`src/rtl/dc_motor_speed_model_unit_assert.svh`:
```
// ----------------------------------------------------------------------------
// Assertion macros for the DC motor speed model
// Concurrent checks on clk_i, with and without the reset disable.
// ----------------------------------------------------------------------------
`ifndef DC_MOTOR_SPEED_MODEL_UNIT_ASSERT_SVH
`define DC_MOTOR_SPEED_MODEL_UNIT_ASSERT_SVH

`ifndef SYNTHESIS
// check prop on every rising edge outside reset
`define DCMSM_ASSERT(lbl, prop, msg) \
  lbl: assert property (@(posedge clk_i) disable iff (!rst_ni) prop) else $error(msg);
// check prop on every rising edge, reset included
`define DCMSM_ASSERT_ALWAYS(lbl, prop, msg) \
  lbl: assert property (@(posedge clk_i) prop) else $error(msg);
`else
`define DCMSM_ASSERT(lbl, prop, msg)
`define DCMSM_ASSERT_ALWAYS(lbl, prop, msg)
`endif

`endif

```
`src/rtl/dcmsm_pkg.sv`:
```
// ----------------------------------------------------------------------------
// DC motor speed model package
// Widths, register indexes, reset values and shared types.
// ----------------------------------------------------------------------------
package dcmsm_pkg;

  localparam int SAMPLE_BITS = 12;

  localparam int SPEED_W   = 32;
  localparam int ANGLE_W   = 48;
  localparam int GAIN_W    = 32;
  localparam int DRIVE_W   = 24;
  localparam int LOAD_W    = 24;
  localparam int AGAIN_W   = 32;
  localparam int CFG_IDX_W = 3;
  localparam int CFG_DAT_W = 32;

  // Q.50 accumulation width for the speed sum
  localparam int SUM_W     = 67;
  // drive product: unsigned gain times signed sample difference
  localparam int DIFF_W    = SAMPLE_BITS + 1;
  localparam int DRV_W     = DRIVE_W + 1 + DIFF_W;
  // angle product: unsigned gain times signed speed
  localparam int PROD_W    = AGAIN_W + 1 + SPEED_W;

  localparam logic signed [SUM_W-1:0]  SPD_RND  = SUM_W'(64'sd536870912);
  localparam logic signed [PROD_W-1:0] ANG_RND  = PROD_W'(64'sd2147483648);

  localparam logic signed [SPEED_W-1:0] SPEED_MAX = 32'sh7fff_ffff;
  localparam logic signed [SPEED_W-1:0] SPEED_MIN = 32'sh8000_0000;

  typedef enum logic [CFG_IDX_W-1:0] {
    REG_FB_GAIN_ONE = 3'd0,
    REG_FB_GAIN_TWO = 3'd1,
    REG_DRIVE_GAIN  = 3'd2,
    REG_LOAD_OFFSET = 3'd3,
    REG_ANGLE_GAIN  = 3'd4
  } cfg_idx_e;

  typedef struct packed {
    logic signed [GAIN_W-1:0] feedback_gain_one;
    logic signed [GAIN_W-1:0] feedback_gain_two;
    logic [DRIVE_W-1:0]       drive_gain;
    logic [LOAD_W-1:0]        load_offset;
    logic [AGAIN_W-1:0]       angle_gain;
  } cfg_regs_t;

  localparam cfg_regs_t CFG_RESET = '{
    feedback_gain_one: 32'sd2143518856,
    feedback_gain_two: -32'sd1069778358,
    drive_gain:        24'd108960,
    load_offset:       24'd1548,
    angle_gain:        32'd293203000
  };

  // handshake between the speed stage and the angle stage
  typedef struct packed {
    logic                      valid;
    logic signed [SPEED_W-1:0] speed;
  } spd_req_t;

endpackage

```
`src/rtl/dcmsm_cfg_if.sv`:
```
// ----------------------------------------------------------------------------
// Configuration write channel
// Register index and write data with valid/ready.
// ----------------------------------------------------------------------------
interface dcmsm_cfg_if;
  import dcmsm_pkg::*;

  logic                 valid;
  logic                 ready;
  logic [CFG_IDX_W-1:0] index;
  logic [CFG_DAT_W-1:0] data;

  modport source (output valid, output index, output data, input ready);
  modport sink   (input valid, input index, input data, output ready);
endinterface

```
`src/rtl/dcmsm_cfg.sv`:
```
// ----------------------------------------------------------------------------
// Configuration registers
// Holds the filter gains, load term and angle gain; writes by index.
// ----------------------------------------------------------------------------
module dcmsm_cfg (
  input  logic                  clk_i,
  input  logic                  rst_ni,
  dcmsm_cfg_if.sink             cfg_i,
  output dcmsm_pkg::cfg_regs_t  regs_o
);
  import dcmsm_pkg::*;

  cfg_regs_t regs_q, regs_d;

  assign cfg_i.ready = 1'b1;

  always_comb begin
    regs_d = regs_q;
    if (cfg_i.valid) begin
      unique case (cfg_idx_e'(cfg_i.index))
        REG_FB_GAIN_ONE: regs_d.feedback_gain_one = $signed(cfg_i.data);
        REG_FB_GAIN_TWO: regs_d.feedback_gain_two = $signed(cfg_i.data);
        REG_DRIVE_GAIN:  regs_d.drive_gain        = cfg_i.data[DRIVE_W-1:0];
        REG_LOAD_OFFSET: regs_d.load_offset       = cfg_i.data[LOAD_W-1:0];
        REG_ANGLE_GAIN:  regs_d.angle_gain        = cfg_i.data[AGAIN_W-1:0];
        default: ; // drop writes to unknown indexes
      endcase
    end
  end

  always_ff @(posedge clk_i or negedge rst_ni) begin
    if (!rst_ni) begin
      regs_q <= CFG_RESET;
    end else begin
      regs_q <= regs_d;
    end
  end

  assign regs_o = regs_q;

endmodule

```
`src/flat_wrapper.sv`:
```
// flat-port wrapper written by rule: the top's interface ports become plain ports
module dcmsm_cfg_flat import dcmsm_pkg::*;
  (clk_i, rst_ni, regs_o, cfg_i_valid, cfg_i_index, cfg_i_data, cfg_i_ready);
  dcmsm_cfg_if cfg_i_i ();
  input  logic clk_i;
  input  logic rst_ni;
  output dcmsm_pkg::cfg_regs_t regs_o;
  input wire logic [$bits(cfg_i_i.valid)-1:0] cfg_i_valid;
  input wire logic [$bits(cfg_i_i.index)-1:0] cfg_i_index;
  input wire logic [$bits(cfg_i_i.data)-1:0] cfg_i_data;
  output wire logic [$bits(cfg_i_i.ready)-1:0] cfg_i_ready;
  assign cfg_i_i.valid = cfg_i_valid;
  assign cfg_i_i.index = cfg_i_index;
  assign cfg_i_i.data = cfg_i_data;
  assign cfg_i_ready = cfg_i_i.ready;
  dcmsm_cfg u_core (.clk_i(clk_i), .rst_ni(rst_ni), .cfg_i(cfg_i_i), .regs_o(regs_o));
endmodule
```
`config.mk`:
```
export PLATFORM = sky130hd
export DESIGN_NAME = dcmsm_cfg_flat
export DESIGN_NICKNAME = d
export VERILOG_FILES = /design/src/rtl/dc_motor_speed_model_unit_assert.svh /design/src/rtl/dcmsm_pkg.sv /design/src/rtl/dcmsm_cfg_if.sv /design/src/rtl/dcmsm_cfg.sv /design/src/flat_wrapper.sv
export SDC_FILE = /design/constraint.sdc
export NUM_CORES = 1
export LEC_CHECK = 0
export BUFFER_PORTS_ARGS = -buffer_cell sky130_fd_sc_hd__clkbuf_2
export CAP_MARGIN = 0
export CORE_ASPECT_RATIO = 0.7
export CORE_MARGIN = 5
export CORE_UTILIZATION = 45
export CTS_CLUSTER_SIZE = 16
export DETAILED_ROUTE_END_ITERATION = 7
export PLACE_DENSITY = 0.75
export RECOVER_POWER = 100
export SLEW_MARGIN = 30
export SYNTH_ARGS = -nofsm -noshare
export SYNTH_HDL_FRONTEND = slang
export SYNTH_SLANG_ARGS = --single-unit
```
`constraint.sdc`:
```
create_clock -name clk_i -period 0.8 [get_ports clk_i]
set_input_delay 0.2 -clock clk_i [delete_from_list [all_inputs] [get_ports clk_i]]
set_output_delay 0.2 -clock clk_i [all_outputs]
set_load 0.02 [all_outputs]
```
Word-level counts from Yosys, hierarchy flattened
Cells that the tools add are included.

Eq/ne operators: 4. Reduce and logical (&&, ||, !) cells: 6.

Operators by type and width (count): $reduce_and A2 Y1 (5); $eq A3 B2 Y1 const B (2); $eq A3 B1 Y1 const B (1); $eq A3 B3 Y1 const B (1); $logic_not A3 Y1 (1).

Output and inout port bits: 145. Register bits after elaboration: 144. Logic and storage cells: 15.

Longest topological paths before layout
Depth after elaboration: 2. Mapped depth: 4.

Worst setup path after synthesis
Ideal clock, no wire load.

Path type: in2reg. Start: in cfg_i_index[0]. End: reg u_core.regs_q (netlist bit u_core.regs_o[113]). Arrival time: 1.123 ns. Setup slack: -0.448 ns. Stages on the path: 3. Path through: nor4b_4 > buf_6 > mux2_2.

Longest elaborated chain between the ends: 2.

RTL lines: start, declared (RTL line flat_wrapper.sv:9) `input wire logic [$bits(cfg_i_i.index)-1:0] cfg_i_index;`; $logic_not A3 Y1 (RTL line dcmsm_cfg.sv:20) `unique case (cfg_idx_e'(cfg_i.index))`; $reduce_and A2 Y1 (no line); end signal, assigned (RTL line dcmsm_cfg.sv:35) `regs_q <= regs_d;`; end, declared (RTL line dcmsm_cfg.sv:13) `cfg_regs_t regs_q, regs_d;`.

No other way between the ends. A chain may end at the register's enable or synchronous reset.

Worst setup path after layout
Start: reg u_core.regs_q (netlist bit u_core.regs_o[119]). End: out regs_o[119] (netlist name).

RTL lines: end, declared (RTL line flat_wrapper.sv:7) `output dcmsm_pkg::cfg_regs_t regs_o;`.

No word-level cell between the ends.

==> impl_results.md <==
- Post-route minimum period: 1.296 ns
- Final Worst Setup Slack: -0.4961 ns
- List of cells traversed by the critical path: buf_8
- Final wirelength: 20.05 mm
- Routed length on met3: 1.197 mm
- GRT Overall Usage: 0.2474
- Setup Crit Path Kind: reg2out
- Number of buffers on the longest clock path: 2
- Met2 WL: 10.70 mm
- Worst clock skew on the final layout: 0 ns
- Clock input transition at the sequential cells of the worst setup and hold paths: ~0.060 ns
- CP Buf/Inv Count: 1
- Placeable core region: 0.01242 sq mm
- Layout cells sized above 1: 0.8543
- Global-route congestion overflow total: 0
- Die extent in x: roughly 140 um
- Leading cell type in the layout, fill and taps excluded: sky130_fd_sc_hd__mux2_4
- Number of port buffers: 181
- Count of antenna diodes in the layout: 0
- Boundary Pins: 183
- Post-detail-place hpwl: 9.883 mm
- Final count of negative-setup-slack endpoints: 423
- Number of CTS-inserted buffers: 17
- Cell type group with the largest total delay on the critical path: flip-flops
- Clock tree from TritonCTS: yes
- Largest net degree at the start of global routing: 29
- Final Power: 30.86 mW
- Effective utilization at floorplan: 0.4587
- Per-cell via count in the routed design: 5.032
- Number of nets in the synthesized netlist: 349
- Unrepaired setup endpoints after global routing: yes
- Die ar.: 0.01505 sq mm
- Required time of the worst setup path: 0.60 ns
- Clock Sinks: 144
- Commonest cells after routing, fill and taps aside: sky130_fd_sc_hd__mux2_4, sky130_fd_sc_hd__buf_4, sky130_fd_sc_hd__dfrtp_1, sky130_fd_sc_hd__buf_8, sky130_fd_sc_hd__buf_6
- Class of the tightest hold or removal check: in2reg
- Cell with the largest stage delay on the worst path: sky130_fd_sc_hd__dfstp_2
- Syn Area/Cell: roughly 18 sq um
- Number of optimization iterations in the first detailed-route pass: 4
- Kind of end point of the critical path: primary output
- Synth-to-Final Area Change: 84.28%
- Worst-case headroom to the max-slew limit: 0.6173
- Slew of the pin with the lowest slew margin: 0.5741 ns
- DRC violation count after routing: 0
- Via count of the first global-routing pass: around 4.6k
- Power density over the cells: 2939 mW/mm^2
- Number of max-cap violations: 0
- Number of fill cells in the layout: 526
- Number of vias after detailed routing: 4096
- Number of distinct standard cells referenced by the synthesized netlist: 14
- Root Driver: sky130_fd_sc_hd__clkbuf_16
- Count of nets left with antenna violations after detail routing: 0
- Top sig layer: met4
- Final weighted congestion in routability-driven placement: between 0.7 and 0.8
- Iter 0 DRT Violations: 233
- Final Hold Viols: 0
- Cell Area, Synth: 0.005698 sq mm
- Yosys synthesis warning count: 0
- Final-stage net count: 677
- Proportion of synthesized chip area in sequential cells: 0.6443
- Register-to-register setup slack: -0.27 ns
- Max reg flops: 144
- Routed length per instance: 24.63 um
- Leakage power summed over all cells: 5.087 nW
- Post-synthesis register bit count: approximately 140
- Area contributors post-synth: sky130_fd_sc_hd__dfrtp_1, sky130_fd_sc_hd__dfstp_2, sky130_fd_sc_hd__mux2_2
- M1 WL: 7.789 mm
- Setup crit start kind: flip-flop
- Run status: complete, but fails checks
- Vert. Die Dim: roughly 100 um
- Worst-path maximum fanout: 2
- Largest stage delay on the critical path: 0.56 ns
- Failing checks: setup timing
- Period utilisation layout: 1.620
- Placement Rows: 34
- Share of the core filled with cells in the final layout: 0.8453
- Dpl ws: -0.7941 ns
- H-tree levels: 4
- Clock latency on the worst-skew pair: 0.40 ns
- Cell count after synthesis: 311
- Wire length of the first global-routing pass: approximately 28 mm
- Data arrival at the endpoint of the critical path: 1.10 ns
- Sum Neg Setup Slack: -118.69 ns
- Number of slew-limit violations in the final report: 0
- Yosys top cell area share: 0.3953
- Cell type with the highest aggregate area in the netlist: sky130_fd_sc_hd__dfrtp_1
- Maximum clock frequency: a little under 800 MHz
- Number of antenna violations at the first check in global routing: 0
- VDD IR-drop max: around 2 mV
==> cells in the mapped netlist <==
cell type	number
sky130_fd_sc_hd__dfrtp_1	90
sky130_fd_sc_hd__nand4b_2	1
sky130_fd_sc_hd__buf_12	3
sky130_fd_sc_hd__mux2_2	102
sky130_fd_sc_hd__dfstp_2	54
sky130_fd_sc_hd__buf_4	2
sky130_fd_sc_hd__nor4bb_1	2
sky130_fd_sc_hd__nor4b_4	1
sky130_fd_sc_hd__buf_6	9
sky130_fd_sc_hd__conb_1	1
sky130_fd_sc_hd__and4bb_1	1
sky130_fd_sc_hd__mux2_4	37
sky130_fd_sc_hd__buf_2	3
sky130_fd_sc_hd__mux2_1	5
==> final cells by class <==
class / instances / area, sq um / area share
Tap cell: 162 / 202.7 / 0.01930
Sequential cell: 144 / 3671 / 0.3496
Clock inverter: 9 / 131.4 / 0.01251
Timing Repair Buffer: 326 / 3737 / 0.3559
Multi-Input combinational cell: 150 / 2280 / 0.2171
Clock buffer: 23 / 478.0 / 0.04552
==> logic make-up (layout without fill, tap and decap cells) <==
group / count (synthesis) / in the layout / synth area share
and+or+nand+nor: 5 / 5 / 0.01251
buffers and inverters: 17 / 358 / 0.03360
other: 1 / 1 / 0.0006581
DFF: 144 / 144 / 0.6443
muxes: 144 / 144 / 0.3090
==> per-stage QoR <==
step | hold slack, ns | cell area (sq um) | std cells
detailed placement | 0.06688 | 7302 | 665
CTS | 0.04834 | 9856 | 775
finish | 0.07348 | 10500 | 814
floorplan | -0.09559 | 6022 | 311
global route | 0.05361 | 10500 | 814
global placement | 0.06552 | 7302 | 665
==> worst register-to-register path, cell delays in order (launching register included) <==
cell	delay [ns]
sky130_fd_sc_hd__dfrtp_1	0.42
sky130_fd_sc_hd__buf_4	0.15
sky130_fd_sc_hd__buf_4	0.13
sky130_fd_sc_hd__mux2_4	0.27
==> what timing repair did <==
item	4_1_cts	5_1_grt
buffers inserted	68	45
hold buffers	1	0
cloned	9	2
hold endpoints to repair	94	0
setup endpoints to repair	274	288
resized for setup	269	213
pin swaps	3	3
==> path summary, 6_finish.rpt <==
kind	cells after the start	endpoint	from
setup / recovery	1	regs_o[119]	u_core.regs_o[119]
hold / removal	2	u_core.regs_o[106]	cfg_i_data[26]
setup reg to reg	3	u_core.regs_o[18]	u_core.regs_o[18]
hold reg to reg	1	u_core.regs_o[47]	u_core.regs_o[47]
max in group asynchronous	3	u_core.regs_o[3]	rst_ni
min in group asynchronous	2	u_core.regs_o[68]	rst_ni
==> layer usage <==
layer / vias up / global-route usage
met5: - / 0
li1: 1764 / -
met3: 30 / 0.06664
met2: 177 / 0.4299
met4: 0 / 0.06924
met1: 2125 / 0.3011
==> report_power, final <==
group	internal [mW]	switching (mW)
registers	9.38	1.59
clock network	5.17	3.09
logic	7.22	4.42
total	21.8	9.09
Note: power is estimated with default switching activity, not from simulation.
